<file path="src/rtl/core/urldec_pkg.sv">
`timescale 1ns / 1ps

package urldec_pkg;

	// Character codes that the decoder treats specially.
	localparam logic [7:0] CH_PERCENT = 8'h25;
	localparam logic [7:0] CH_PLUS    = 8'h2B;
	localparam logic [7:0] CH_SPACE   = 8'h20;

	// Most result bytes that one encoded byte can cause.
	localparam int unsigned MAX_RES = 3;

	// Escape tracking: nothing held, '%' held, '%' and one hex digit held.
	typedef enum logic [2:0] {
		PH_IDLE  = 3'b001,
		PH_PCT   = 3'b010,
		PH_DIGIT = 3'b100
	} phase_t;

	// Decoded bytes of one encoded byte, ready to be loaded into the output buffer.
	typedef struct packed {
		logic [1:0]                 count;
		logic [MAX_RES-1:0][7:0]    bytes;
		logic                       last;
	} dec_res_t;

	// Output buffer status seen by the control in the top level.
	typedef struct packed {
		logic can_load;
		logic busy;
	} buf_status_t;

	// True for 0-9, a-f and A-F.
	function automatic logic is_hex(input logic [7:0] c);
		return (c >= 8'd48 && c <= 8'd57) || (c >= 8'd97 && c <= 8'd102) ||
			(c >= 8'd65 && c <= 8'd70);
	endfunction

	// Nibble value of a hex digit; only meaningful when is_hex holds.
	function automatic logic [3:0] hex_val(input logic [7:0] c);
		logic [7:0] v;
		if (c >= 8'd48 && c <= 8'd57) begin
			v = c - 8'd48;
		end else if (c >= 8'd97 && c <= 8'd102) begin
			v = c - 8'd87;
		end else begin
			v = c - 8'd55;
		end
		return v[3:0];
	endfunction

	// Decoded values that replace their escape: alphanumerics and a set of punctuation.
	function automatic logic is_allowed(input logic [7:0] v);
		logic ok;
		ok = (v >= 8'd48 && v <= 8'd57) || (v >= 8'd97 && v <= 8'd122) ||
			(v >= 8'd65 && v <= 8'd90);
		case (v)
			8'h21, 8'h24, 8'h26, 8'h27, 8'h28, 8'h29,
			8'h2A, 8'h2B, 8'h2C, 8'h2D, 8'h2E, 8'h2F,
			8'h3A, 8'h3B, 8'h3D, 8'h3F, 8'h40, 8'h5F: ok = 1'b1;
			default: ;
		endcase
		return ok;
	endfunction

endpackage

</file>
<file path="src/rtl/core/urldec_if.sv">
`timescale 1ns / 1ps

// Encoded byte channel.
interface urldec_in_if;
	logic       valid;
	logic       ready;
	logic [7:0] in_byte;
	logic       in_last;

	modport source (output valid, output in_byte, output in_last, input ready);
	modport sink   (input valid, input in_byte, input in_last, output ready);
endinterface

// Decoded byte channel.
interface urldec_out_if;
	logic       valid;
	logic       ready;
	logic [7:0] out_byte;
	logic       run_end;
	logic       stream_end;

	modport source (output valid, output out_byte, output run_end, output stream_end,
		input ready);
	modport sink   (input valid, input out_byte, input run_end, input stream_end,
		output ready);
endinterface

</file>
<file path="src/rtl/core/urldec_decode.sv">
`timescale 1ns / 1ps

module urldec_decode (
	input  urldec_pkg::phase_t   phase,
	input  logic [7:0]           held,
	input  logic [7:0]           in_byte,
	input  logic                 in_last,
	output urldec_pkg::phase_t   nxt_phase,
	output logic [7:0]           nxt_held,
	output urldec_pkg::dec_res_t res
);
	import urldec_pkg::*;

	logic [7:0] esc_val;
	logic [1:0] n;
	logic       plain;

	// Value named by the held digit and the current digit.
	assign esc_val = {hex_val(held), hex_val(in_byte)};

	// Escape handling, then plain decoding, then the end-of-stream flush.
	always_comb begin
		n         = 2'd0;
		plain     = 1'b0;
		res.bytes = '0;
		nxt_phase = PH_IDLE;
		nxt_held  = held;

		case (phase)
			PH_PCT: begin
				if (is_hex(in_byte)) begin
					nxt_held  = in_byte;
					nxt_phase = PH_DIGIT;
				end else begin
					res.bytes[n] = CH_PERCENT;
					n = n + 2'd1;
					plain = 1'b1;
				end
			end
			PH_DIGIT: begin
				if (is_hex(in_byte)) begin
					if (is_allowed(esc_val)) begin
						res.bytes[n] = esc_val;
						n = n + 2'd1;
					end else begin
						res.bytes[0] = CH_PERCENT;
						res.bytes[1] = held;
						res.bytes[2] = in_byte;
						n = 2'd3;
					end
				end else begin
					res.bytes[0] = CH_PERCENT;
					res.bytes[1] = held;
					n = 2'd2;
					plain = 1'b1;
				end
			end
			default: begin
				plain = 1'b1;
			end
		endcase

		// A byte seen with no escape open.
		if (plain) begin
			if (in_byte == CH_PERCENT) begin
				nxt_phase = PH_PCT;
			end else begin
				res.bytes[n] = (in_byte == CH_PLUS) ? CH_SPACE : in_byte;
				n = n + 2'd1;
			end
		end

		// At the end of the stream whatever is still held goes out raw.
		if (in_last) begin
			if (nxt_phase == PH_PCT) begin
				res.bytes[n] = CH_PERCENT;
				n = n + 2'd1;
			end else if (nxt_phase == PH_DIGIT) begin
				res.bytes[n] = CH_PERCENT;
				n = n + 2'd1;
				res.bytes[n] = nxt_held;
				n = n + 2'd1;
			end
			nxt_phase = PH_IDLE;
			nxt_held  = 8'd0;
		end

		res.count = n;
		res.last  = in_last;
	end

endmodule

</file>
<file path="src/rtl/core/urldec_outbuf.sv">
`timescale 1ns / 1ps

module urldec_outbuf (
	input  logic                      clk,
	input  logic                      arst_n,
	input  logic                      load,
	input  urldec_pkg::dec_res_t      res,
	output urldec_pkg::buf_status_t   status,
	urldec_out_if.source              dec
);
	import urldec_pkg::*;

	logic [MAX_RES-1:0][7:0] bytes_q;
	logic [1:0]              cnt_q;
	logic [1:0]              rd_q;
	logic                    last_q;
	logic                    xfer;

	// Present the next waiting byte; the final one closes the run.
	assign dec.valid      = (cnt_q != 2'd0);
	assign dec.out_byte   = bytes_q[rd_q];
	assign dec.run_end    = (cnt_q == 2'd1);
	assign dec.stream_end = (cnt_q == 2'd1) && last_q;
	assign xfer           = dec.valid && dec.ready;

	// A new run may enter once the current one is gone or leaves in this cycle.
	assign status.can_load = (cnt_q == 2'd0) || ((cnt_q == 2'd1) && dec.ready);
	assign status.busy     = dec.valid;

	// Run bookkeeping.
	always_ff @(posedge clk or negedge arst_n) begin
		if (!arst_n) begin
			cnt_q  <= 2'd0;
			rd_q   <= 2'd0;
			last_q <= 1'b0;
		end else if (load && (res.count != 2'd0)) begin
			cnt_q  <= res.count;
			rd_q   <= 2'd0;
			last_q <= res.last;
		end else if (xfer) begin
			cnt_q <= cnt_q - 2'd1;
			rd_q  <= rd_q + 2'd1;
		end
	end

	// Byte storage of the run.
	always_ff @(posedge clk) begin
		if (load && (res.count != 2'd0)) begin
			bytes_q <= res.bytes;
		end
	end

endmodule

</file>
<file path="src/rtl/core/url_percent_decoder.sv">
`timescale 1ns / 1ps
// A byte accepted into the input register is decoded combinationally from it and loaded
// into the output buffer once that can take it; its first result is offered from there.
// Throughput: one encoded byte per cycle while each byte yields at most one result and
// the receiver is ready; a byte with several results holds the output buffer until all leave.
// Reset (arst_n low) empties the input and output registers and closes any escape.
module url_percent_decoder (
	input logic          clk,
	input logic          arst_n,
	urldec_in_if.sink    enc,
	urldec_out_if.source dec
);
	import urldec_pkg::*;

	logic        v_s1;
	logic [7:0]  byte_s1;
	logic        last_s1;
	phase_t      phase_q;
	logic [7:0]  held_q;
	phase_t      nxt_phase;
	logic [7:0]  nxt_held;
	dec_res_t    res;
	buf_status_t buf_st;
	logic        load;

	// The registered byte is decoded once the output buffer can take its results.
	assign load      = v_s1 && buf_st.can_load;
	assign enc.ready = !v_s1 || load;

	// Input register.
	always_ff @(posedge clk or negedge arst_n) begin
		if (!arst_n) begin
			v_s1 <= 1'b0;
		end else if (enc.valid && enc.ready) begin
			v_s1 <= 1'b1;
		end else if (load) begin
			v_s1 <= 1'b0;
		end
	end

	always_ff @(posedge clk) begin
		if (enc.valid && enc.ready) begin
			byte_s1 <= enc.in_byte;
			last_s1 <= enc.in_last;
		end
	end

	// Escape state advances with each decoded byte.
	always_ff @(posedge clk or negedge arst_n) begin
		if (!arst_n) begin
			phase_q <= PH_IDLE;
			held_q  <= 8'd0;
		end else if (load) begin
			phase_q <= nxt_phase;
			held_q  <= nxt_held;
		end
	end

	urldec_decode u_decode (
		.phase     (phase_q),
		.held      (held_q),
		.in_byte   (byte_s1),
		.in_last   (last_s1),
		.nxt_phase (nxt_phase),
		.nxt_held  (nxt_held),
		.res       (res)
	);

	urldec_outbuf u_outbuf (
		.clk    (clk),
		.arst_n (arst_n),
		.load   (load),
		.res    (res),
		.status (buf_st),
		.dec    (dec)
	);

	// The last byte of a stream always produces at least one result.
	a_last_has_result: assert property (@(posedge clk) disable iff (!arst_n)
		load && last_s1 |-> res.count != 2'd0)
		else $error("end of stream decoded with no result");

	// After the last byte no escape stays open.
	a_last_closes_escape: assert property (@(posedge clk) disable iff (!arst_n)
		load && last_s1 |=> phase_q == PH_IDLE)
		else $error("escape still open after end of stream");

	// A new run never overwrites bytes that have not been transferred.
	a_no_overwrite: assert property (@(posedge clk) disable iff (!arst_n)
		load && res.count != 2'd0 |-> !buf_st.busy || (dec.ready && dec.run_end))
		else $error("output run overwritten before transfer");

endmodule

</file>
<file path="src/flat_wrapper.sv">
// flat-port wrapper written by rule: the top's interface ports become plain ports
module url_percent_decoder_flat import urldec_pkg::*;
  (clk, arst_n, enc_valid, enc_in_byte, enc_in_last, enc_ready, dec_valid, dec_out_byte, dec_run_end, dec_stream_end, dec_ready);
  urldec_in_if enc_i ();
  urldec_out_if dec_i ();
  input logic clk;
  input logic arst_n;
  input wire logic [$bits(enc_i.valid)-1:0] enc_valid;
  input wire logic [$bits(enc_i.in_byte)-1:0] enc_in_byte;
  input wire logic [$bits(enc_i.in_last)-1:0] enc_in_last;
  output wire logic [$bits(enc_i.ready)-1:0] enc_ready;
  output wire logic [$bits(dec_i.valid)-1:0] dec_valid;
  output wire logic [$bits(dec_i.out_byte)-1:0] dec_out_byte;
  output wire logic [$bits(dec_i.run_end)-1:0] dec_run_end;
  output wire logic [$bits(dec_i.stream_end)-1:0] dec_stream_end;
  input wire logic [$bits(dec_i.ready)-1:0] dec_ready;
  assign enc_i.valid = enc_valid;
  assign enc_i.in_byte = enc_in_byte;
  assign enc_i.in_last = enc_in_last;
  assign enc_ready = enc_i.ready;
  assign dec_valid = dec_i.valid;
  assign dec_out_byte = dec_i.out_byte;
  assign dec_run_end = dec_i.run_end;
  assign dec_stream_end = dec_i.stream_end;
  assign dec_i.ready = dec_ready;
  url_percent_decoder u_core (.clk(clk), .arst_n(arst_n), .enc(enc_i), .dec(dec_i));
endmodule
</file>
<file path="config.mk">
export PLATFORM = sky130hd
export DESIGN_NAME = url_percent_decoder_flat
export DESIGN_NICKNAME = d
export VERILOG_FILES = /design/src/rtl/core/urldec_pkg.sv /design/src/rtl/core/urldec_if.sv /design/src/rtl/core/urldec_decode.sv /design/src/rtl/core/urldec_outbuf.sv /design/src/rtl/core/url_percent_decoder.sv /design/src/flat_wrapper.sv
export SDC_FILE = /design/constraint.sdc
export NUM_CORES = 1
export LEC_CHECK = 0
export ABC_AREA = 0
export BUFFER_PORTS_ARGS = -buffer_cell sky130_fd_sc_hd__buf_4
export CAP_MARGIN = 20
export CORE_UTILIZATION = 55
export DETAILED_ROUTE_END_ITERATION = 7
export PLACE_DENSITY = 0.79
export SYNTH_ARGS = -nofsm -noshare
export SYNTH_HDL_FRONTEND = slang
export SYNTH_SLANG_ARGS = --single-unit
</file>
<file path="constraint.sdc">
create_clock -name clk -period 4.9 [get_ports clk]
set_input_delay 0.735 -clock clk [delete_from_list [all_inputs] [get_ports clk]]
set_output_delay 0.735 -clock clk [all_outputs]
set_load 0.01 [all_outputs]
</file>
==> results of run 1 <==
[power by group through the flow]
stage,clock [W],sequential (W),combinational [W]
final,0.000285,0.000676,0.000565
after global routing,0.000303,0.000693,0.000627
after CTS,0.000290,0.000677,0.000558
after detailed placement,0,0.000686,0.000555
after global placement,0,0.000678,0.000541
after floorplan,0,0.000629,0.000396
[flip-flops by register name (all words and copies together) (netlist names)]
register	cells
u_core.v_s1	1
u_core.u_outbuf.bytes_q	24
u_core.phase_q	3
u_core.last_s1	1
u_core.u_outbuf.rd_q	2
u_core.u_outbuf.last_q	1
u_core.byte_s1	8
u_core.held_q	8
u_core.u_outbuf.cnt_q	2
[synth_stat cells (5+ instances only)]
library cell | count | share of area, %
dfrtp_1 | 16 | 12
a22oi_1 | 7 | 1.5
nor2_1 | 24 | 2.6
and2_1 | 5 | 0.90
a21oi_1 | 23 | 3.3
mux2i_1 | 12 | 3.5
nor3_1 | 6 | 0.87
clkbuf_1 | 8 | 0.87
and3_1 | 8 | 1.4
o21ai_0 | 35 | 5.1
nor2b_1 | 7 | 1.3
nand2_1 | 43 | 4.7
edfxtp_1 | 33 | 29
inv_1 | 14 | 1.5
ha_1 | 19 | 6.9
[how the worst min path moves through the flow]
| stage | start | end | slack, ns |
|---|---|---|---|
| after floorplan | arst_n | u_core.held_q[0] | 0.44 |
| after global placement | u_core.u_outbuf.last_q | u_core.u_outbuf.last_q | 0.47 |
| after detailed placement | u_core.phase_q[0] | u_core.phase_q[0] | 0.48 |
| after CTS | arst_n | u_core.phase_q[2] | 0.29 |
| after global routing | arst_n | u_core.v_s1 | 0.29 |
| final | arst_n | u_core.v_s1 | 0.28 |
[cells in the final DEF, fill, tap and decap left out, types with 5 or more instances in the layout]
cell      synthesis  routed
nor2_1           24      24
and3_1            8       8
a21oi_1          23      23
nor3_1            6       6
clkbuf_8          0       5
dfrtp_1          16      16
o21ai_0          35      35
nand2_1          43      43
mux2i_1          12      12
ha_1             19      19
and2_1            5       5
nor2b_1           7       7
inv_1            14      13
buf_4             0      32
edfxtp_1         33      33
a22oi_1           7       7
[routing by layer]
metal / up-vias / GRT usage (%)
met5: - / 0
met4: 0 / 7.857
met3: 9 / 4.157
met2: 95 / 46.67
met1: 1341 / 35.21
li1: 1389 / -
[logic make-up (layout without fill, tap and decap cells)]
| kind of cell | Yosys count | in the layout | share of synthesized area (%) |
|---|---|---|---|
| flops | 50 | 50 | 40.90 |
| xor+xnor | 4 | 4 | 1.011 |
| mux | 16 | 16 | 4.765 |
| buf+inv | 29 | 55 | 3.502 |
| compound gates | 117 | 117 | 23.54 |
| fa+ha+maj | 19 | 19 | 6.859 |
| simple gates | 126 | 126 | 19.42 |
[metrics by stage]
step / cell area, um^2 / instances / worst slack, ns / TNS [ns] / power [W]
after floorplan: 3466 / 361 / 0.1442 / 0 / 0.001025
after detailed placement: 3736 / 452 / 0.2992 / 0 / 0.001242
after CTS: 3846 / 460 / 0.2688 / 0 / 0.001524
final: 3874 / 462 / 0.2864 / 0 / 0.001527
after global placement: 3736 / 452 / 0.4302 / 0 / 0.001219
after global routing: 3874 / 462 / -0.02304 / -0.4527 / 0.001623
[layout make-up]
cell class	instances	share of cell area, %
Inverter	14	1.357
Sequential cell	50	36.60
Clock inverter	2	0.9690
Tap cell	75	2.422
Clock buffer	6	1.873
Multi-Input combinational cell	282	50.06
Timing Repair Buffer	33	6.718
[worst max-delay path, delay by kind of cell, from the launching register on]
family | cells | cell delay [ns]
compound gates | 9 | 2.02
fa+ha+maj | 3 | 0.81
buf+inv | 4 | 0.59
flops | 1 | 0.51
simple gates | 4 | 0.43
[timing repair]
item                                    CTS  global route
endpoints found under the setup margin    0            32
setup buffers                             0             2
gates resized for setup                   0             3
==> impl_metrics.yaml, run 1 <==
place:
  dpl.hpwl_mm: 6.551
  portBuffers: 24
  gp_congestion: 0.9748
synthesis:
  synth_area_mm2: 0.003466
  yosysWarnings: 0
  async_reset_ff_share_pct: 34.00
  synth_seq_cells: 50
  synthDistinctLibCells: 68
  avgSynthCellArea_um2: 9.601
  syn_inst: 361
  synth_fp_nets: 393
  yosysSeqAreaShare_pct: 40.90
  synth_edf_count: 33
  synthFlopType: "edfxtp_1"
worst_setup_path:
  worstSetupStartpointType: "register"
  r2r_end: "u_core.u_outbuf.bytes_q[9]"
  reg2reg_from: "u_core.byte_s1[0]"
  r2r_setup_slack_ns: 0.29
  crit_start: "u_core.byte_s1[0]"
  worstPathMaxFanout: 26
  rr_worst_depth: 20
  worstPathArrival_ns: 4.67
  cp_slowest_cell: "edfxtp_1"
  required_ns: 4.96
  crit_path_end: "u_core.u_outbuf.bytes_q[9]"
  crit_path_end_kind: "register"
  worstPathCellList: "inv_2 > ha_1 > o21ba_2 > a2bb2oi_2 > a2bb2oi_1 > a2111o_1 > o211ai_4 > nor2_4 > nor2_1 > inv_1 > ha_1 > nand2_1 > o31ai_1 > inv_1 > ha_1 > nor2_1 > o21ai_1 > a22oi_1 > a31oi_4 > buf_12"
  path_class: "register to register"
  slowest_delay_ns: 0.51
  crit_top_cell: "ha_1"
cells_and_area:
  drive_gt1_share_pct: 17.57
  syn_to_final_growth_pct: 11.77
  antenna_cells: 0
  fin_util_pct: 64.66
  multi_input_area_mm2: 0.001939
  fin_nets: 418
  n_fill_cell: 505
  register_area_mm2: 0.001418
global_route:
  overflow: 0
  antenna_found_initial: 0
  grt_pass1_wl_mm: 13.25
  grt_max_degree: 27
  grt_pass1_vias: 2685
  grt_util_all_layers_pct: 27.20
power_and_ir_drop:
  leakage_nw: 1.507
  p_comb_share_pct: 37.0
  p_switching_w: 0.0005274
  p_sw_share_pct: 34.55
  p_int_w: 0.0009991
  vdd_drop_max_uv: 331.9
  clkPwrFrac_pct: 18.6
  power_frac_seq_pct: 44.3
  power_density_mw_per_mm2: 394.1
clock_network:
  cts_sinks: 50
  clk_pin_slew_ns: 0.09
  hold_buffers: 0
  cts-htree-levels: 2
  clk_latency_ns: 0.30
  cts_root_buf: "clkbuf_8"
  clock_path_buffers: 2
  cts_tree: "built"
  cts-buffers-inserted: 5
detailed_routing:
  met1_length_mm: 3.683
  drtAntennaViolNets: 0
  top_layer: "met4"
  routed-via-count: 2834
  dr.pass1.iters: 5
  avgRoutedWirePerCell_um: 17.92
  wirelength_mm: 8.277
  wl_met3_um: 462
  routed_via_density: 6.134
  wl_met2_mm: 4.028
  drc: 0
  initialDrtViolationCount: 209
timing:
  slew_violations: 0
  finalHoldViolations: 0
  finalCriticalPeriod_ns: 4.614
  max_freq_mhz: 216.7
  fin_crit_sh_pct: 94.16
  hold-worst-slack_ns: 0.2796
  finClkSkew_ns: 0.01144
  worstMarginPinSlew_ns: 0.7291
  maxSlewHeadroom_pct: 51.39
  setup_viol: 0
floorplan:
  die_y_um: 81.38
  die_area_mm2: 0.006623
  initial_core_util_pct: 57.85
  rows: 28
  core_area_mm2: 0.005991
  die_w_um: 81.38
  ioPinCount: 25
min_path:
  holdCritPathClass: "input port to async pin"
outcome:
  outcome: "finished clean"
flow_run:
  drv_cap: 0
Power figures use the tool's default switching activity.
==> run 2, diff against run 1 <==
--- a/config.mk
+++ b/config.mk
@@ -13,4 +13,5 @@
 export PLACE_DENSITY = 0.79
 export SYNTH_ARGS = -nofsm -noshare
 export SYNTH_HDL_FRONTEND = slang
+export SYNTH_HIERARCHICAL = 1
 export SYNTH_SLANG_ARGS = --single-unit
==> impl_metrics.yaml, run 2 <==
outcome:
  outcome: "finished clean"
detailed_routing:
  dr.pass1.iters: 6
  drtAntennaViolNets: 0
  drc: 0
  routed_via_density: 6.271
  avgRoutedWirePerCell_um: 19.33
  routed-via-count: 2684
  wirelength_mm: 8.274
  initialDrtViolationCount: 195
cells_and_area:
  final_common_cell: "nand2_1"
  final_cell_mix: "35 x nand2_1, 33 x edfxtp_1, 28 x buf_4"
  fin_nets: 383
  design_area_mm2: 0.003752
  biggestRegsByFlops: "u_core/u_outbuf/bytes_q x24, u_core/byte_s1 x8, u_core/held_q x8"
  top_register: "u_core/u_outbuf/bytes_q"
  fin_util_pct: 63.38
  antenna_cells: 0
  n_fill_cell: 500
  syn_to_final_growth_pct: 10.50
  register_area_mm2: 0.001418
  multi_input_area_mm2: 0.001868
  largest_register_ffs: 24
  drive_gt1_share_pct: 18.41
timing:
  setup_viol: 0
  finClkSkew_ns: 0.01117
  slew_violations: 0
  worstMarginPinSlew_ns: 0.7595
  max_freq_mhz: 217.3
  finalCriticalPeriod_ns: 4.603
  tns_ns: 0
  finalHoldViolations: 0
  fin_crit_sh_pct: 93.94
  maxSlewHeadroom_pct: 49.18
power_and_ir_drop:
  p_total_w: 0.001440
  leakage_nw: 1.534
  vdd_drop_max_uv: 286.0
  power_density_mw_per_mm2: 383.8
clock_network:
  clk_latency_ns: 0.30
  clock_path_buffers: 2
  cts_root_buf: "clkbuf_8"
  cts-htree-levels: 2
  hold_buffers: 0
  cts_sinks: 50
  cts_tree: "built"
  clk_pin_slew_ns: 0.09
  cts-buffers-inserted: 5
flow_run:
  drv_cap: 0
floorplan:
  rows: 28
  ioPinCount: 25
  core_area_mm2: 0.005921
  die_y_um: 80.58
  initial_core_util_pct: 57.35
  die_area_mm2: 0.006492
  die_w_um: 80.58
worst_setup_path:
  required_ns: 4.95
  worstPathArrival_ns: 4.66
  worstSetupStartpointType: "register"
  worstPathMaxFanout: 7
  crit_path_end_kind: "register"
  path_class: "register to register"
place:
  portBuffers: 24
  place_area_mm2: 0.003638
  dpl.hpwl_mm: 6.317
  gp_congestion: 0.9869
synthesis:
  synth_fp_nets: 359
  yosysWarnings: 6
  avgSynthCellArea_um2: 10.35
  synth_area_mm2: 0.003396
  syn_inst: 328
global_route:
  grt_util_all_layers_pct: 26.93
  grt_pass1_wl_mm: 12.81
  grt_pass1_vias: 2540
  grt_max_degree: 27
  overflow: 0
  antenna_found_initial: 0
min_path:
  holdCritPathClass: "input port to async pin"
run 2: cell count changes in the layout (fill, tap and decap cells not counted), moves of 8 or more:
cell | previous run | this run
a21oi_1 | 23 | 15
o21ai_0 | 35 | 17
mux2_4 | 0 | 10
nand2_1 | 43 | 35
run 2: repair_timing:
| action | CTS | global route |
|---|---|---|
| gates resized for setup | 0 | 5 |
| buffers inserted | 0 | 1 |
| endpoints found under the setup margin | 0 | 43 |
run 2: final timing paths:
check,startpoint,endpoint,slack [ns],cells past startpoint
setup / recovery,u_core/held_q[0],u_core/u_outbuf/bytes_q[16],0.30,17
hold / removal,arst_n,u_core/v_s1,0.28,1
setup reg to reg,u_core/held_q[0],u_core/u_outbuf/bytes_q[16],0.30,17
hold reg to reg,u_core/u_outbuf/last_q,u_core/u_outbuf/last_q,0.54,1
max in group asynchronous,arst_n,u_core/phase_q[0],4.36,1
min in group clk,u_core/u_outbuf/last_q,u_core/u_outbuf/last_q,0.54,1
run 2: per-layer routing:
layer	wire length, um	share of wire (%)	track usage (%)	vias to the layer above
li1	-	-	-	1249
met1	3523	43	34.47	1311
met2	4112	50	46.95	112
met3	531	6.4	4.773	12
met4	106	1.3	6.250	0
met5	0	0	0	-
run 2: cell type report:
type	count	area share, %
clock buffer	7	2.034
clock inverter	1	0.1667
inverter	16	1.601
multi-input combinational	250	49.78
sequential	50	37.78
tap	75	2.501
timing repair buffer	29	6.135
run 2: metrics by stage:
stage,hold WS [ns],worst slack [ns],instances
after global routing,0.2841,-0.001840,428
after global placement,0.5138,0.3007,419
final,0.2816,0.2971,428
after detailed placement,0.5166,0.1584,419
after CTS,0.2835,0.1104,427
after floorplan,0.4394,0.1775,328
run 2: critical path: stages, from the launching register on:
cell and delay (ns):
dfrtp_1 0.51, inv_1 0.13, ha_1 0.23, o21bai_1 0.21, a21oi_2 0.12, xnor2_1 0.21
or2_1 0.28, a2111o_1 0.45, nand3b_1 0.25, o21ai_4 0.10, ha_1 0.34, nand2_1 0.10
a21boi_2 0.23, ha_1 0.22, a32oi_1 0.40, and4b_1 0.28, nor2_1 0.09, a21o_1 0.21
run 2: power by group:
group | switching (W) | internal (W) | total [W]
registers | 0.0000836 | 0.000587 | 0.000670
clock network | 0.000127 | 0.000102 | 0.000229
logic | 0.000294 | 0.000247 | 0.000541
total | 0.000505 | 0.000935 | 0.00144
==> run 3, diff against run 2 <==
--- a/config.mk
+++ b/config.mk
@@ -8,9 +8,10 @@
 export ABC_AREA = 0
 export BUFFER_PORTS_ARGS = -buffer_cell sky130_fd_sc_hd__buf_4
 export CAP_MARGIN = 20
-export CORE_UTILIZATION = 55
+export CORE_UTILIZATION = 57
+export CTS_BUF_LIST = sky130_fd_sc_hd__clkbuf_8
 export DETAILED_ROUTE_END_ITERATION = 7
-export PLACE_DENSITY = 0.79
+export PLACE_DENSITY = 0.81
 export SYNTH_ARGS = -nofsm -noshare
 export SYNTH_HDL_FRONTEND = slang
 export SYNTH_HIERARCHICAL = 1
==> impl_metrics.yaml, run 3 (synthesized netlist as in run 2, its figures left out) <==
cells_and_area:
  top_register: "u_core/u_outbuf/bytes_q"
  syn_to_final_growth_pct: 10.54
  register_area_mm2: 0.001420
  biggestRegsByFlops: "u_core/u_outbuf/bytes_q x24, u_core/byte_s1 x8, u_core/held_q x8"
  drive_gt1_share_pct: 18.18
  final_cell_mix: "35 x nand2_1, 33 x edfxtp_1, 27 x buf_4"
  final_common_cell: "nand2_1"
  multi_input_area_mm2: 0.001854
  fin_util_pct: 66.93
  antenna_cells: 0
  fin_nets: 382
  n_fill_cell: 460
  largest_register_ffs: 24
floorplan:
  die_area_mm2: 0.006270
  rows: 27
  initial_core_util_pct: 60.55
  die_w_um: 79.19
  die_y_um: 79.19
  ioPinCount: 25
  core_area_mm2: 0.005608
timing:
  setup_viol: 0
  max_freq_mhz: 219.2
  finClkSkew_ns: 0.01662
  slew_violations: 0
  hold-worst-slack_ns: 0.2787
  tns_ns: 0
  finalHoldViolations: 0
  worstMarginPinSlew_ns: 0.7532
  fin_crit_sh_pct: 93.11
  maxSlewHeadroom_pct: 49.51
  grt_setup_unrepaired: "no"
  finalCriticalPeriod_ns: 4.562
place:
  dpl.hpwl_mm: 6.113
  portBuffers: 24
  gp_congestion: 0.9778
clock_network:
  hold_buffers: 0
  cts_tree: "built"
  cts-buffers-inserted: 5
  cts_root_buf: "clkbuf_8"
  clk_latency_ns: 0.31
  cts_sinks: 50
  clk_pin_slew_ns: 0.10
  cts_setup_buffers: 0
  cts-htree-levels: 2
  clock_path_buffers: 2
global_route:
  grt_util_all_layers_pct: 27.17
  grt_pass1_vias: 2496
  antenna_found_initial: 0
  overflow: 0
  grt_max_degree: 27
  grt_pass1_wl_mm: 12.87
min_path:
  holdCritPathClass: "input port to async pin"
detailed_routing:
  drtAntennaViolNets: 0
  wirelength_mm: 8.026
  routed_via_density: 6.210
  routed-via-count: 2633
  initialDrtViolationCount: 178
  avgRoutedWirePerCell_um: 18.93
  drc: 0
  dr.pass1.iters: 5
worst_setup_path:
  r2r_setup_slack_ns: 0.34
  path_class: "register to register"
  worstPathArrival_ns: 4.57
  crit_path_end_kind: "register"
  required_ns: 4.91
  worstPathCellList: "inv_1 > ha_1 > o21bai_1 > a21oi_2 > mux2_2 > a221oi_1 > a2111o_1 > nand3b_1 > o21ai_2 > ha_1 > nand2_1 > a21boi_1 > ha_1 > nor2_1 > o21ai_0 > nand2_1 > o211ai_1 > o21a_1 > buf_12"
  reg2reg_from: "u_core/held_q[1]"
  r2r_end: "u_core/u_outbuf/bytes_q[4]"
  slowest_delay_ns: 0.47
  rr_worst_depth: 19
  crit_top_cell: "ha_1"
  worstSetupStartpointType: "register"
  cp_slowest_cell: "dfrtp_2"
  path_buf_inv: 2
  worstPathMaxFanout: 26
  cp_top_family: "compound AO/OA/AOI/OAI gates"
power_and_ir_drop:
  p_switching_w: 0.0005166
  power_frac_seq_pct: 44.6
  clkPwrFrac_pct: 19.0
  p_sw_share_pct: 34.47
  power_density_mw_per_mm2: 399.2
  leakage_nw: 1.543
  vdd_drop_max_uv: 291.9
  p_int_w: 0.0009821
  p_comb_share_pct: 36.3
outcome:
  outcome: "finished clean"
flow_run:
  drv_cap: 0
run 3: worst max path at each step:
stage	slack, ns	startpoint	to	cells past startpoint
after CTS	0.23	u_core/held_q[1]	u_core/u_outbuf/bytes_q[0]	19
final	0.34	u_core/held_q[1]	u_core/u_outbuf/bytes_q[4]	19
after global placement	0.32	u_core/held_q[0]	u_core/u_outbuf/bytes_q[2]	19
after global routing	0.06	u_core/byte_s1[0]	u_core/u_outbuf/bytes_q[8]	19
after detailed placement	0.24	u_core/held_q[1]	u_core/u_outbuf/bytes_q[0]	19
after floorplan	0.18	u_core/byte_s1[1]	u_core/u_outbuf/last_q	20
run 3: repair_timing:
item | CTS | global route
resized for setup | 0 | 4
hold endpoints to repair | 0 | 0
endpoints found under the setup margin | 0 | 26
run 3: cell type report:
cell class	count	share of cell area [%]
clock buffer	5	1.833
clock inverter	3	1.000
inverter	16	1.600
multi-input combinational	250	49.40
sequential	50	37.83
tap	72	2.400
timing repair buffer	28	5.933
run 3: metal layers:
layer  wire length, um  vias up  part of all wire (%)  track usage (%)
met1              3484     1266                    43            35.24
met5                 0        -                     0                0
met2              3833       95                    48            44.91
met4               247        0                   3.1            11.82
li1                  -     1249                     -                -
met3               461       23                   5.7            4.138
run 3: power groups by stage:
stage	logic (W)	registers [W]	clock network (W)
finish	0.000544	0.000669	0.000285
global route	0.000594	0.000682	0.000301
CTS	0.000546	0.000669	0.000288
detailed placement	0.000545	0.000678	0
global placement	0.000526	0.000674	0
floorplan	0.000393	0.000629	0
run 3: stage by stage:
| stage | std cells | total power (W) | setup WS, ns | instance area [um^2] |
|---|---|---|---|---|
| after floorplan | 328 | 0.001022 | 0.1775 | 3396 |
| after global placement | 416 | 0.001200 | 0.3174 | 3635 |
| after detailed placement | 416 | 0.001222 | 0.2423 | 3635 |
| after CTS | 424 | 0.001502 | 0.2321 | 3741 |
| after global routing | 424 | 0.001577 | 0.05698 | 3754 |
| final | 424 | 0.001499 | 0.3376 | 3754 |
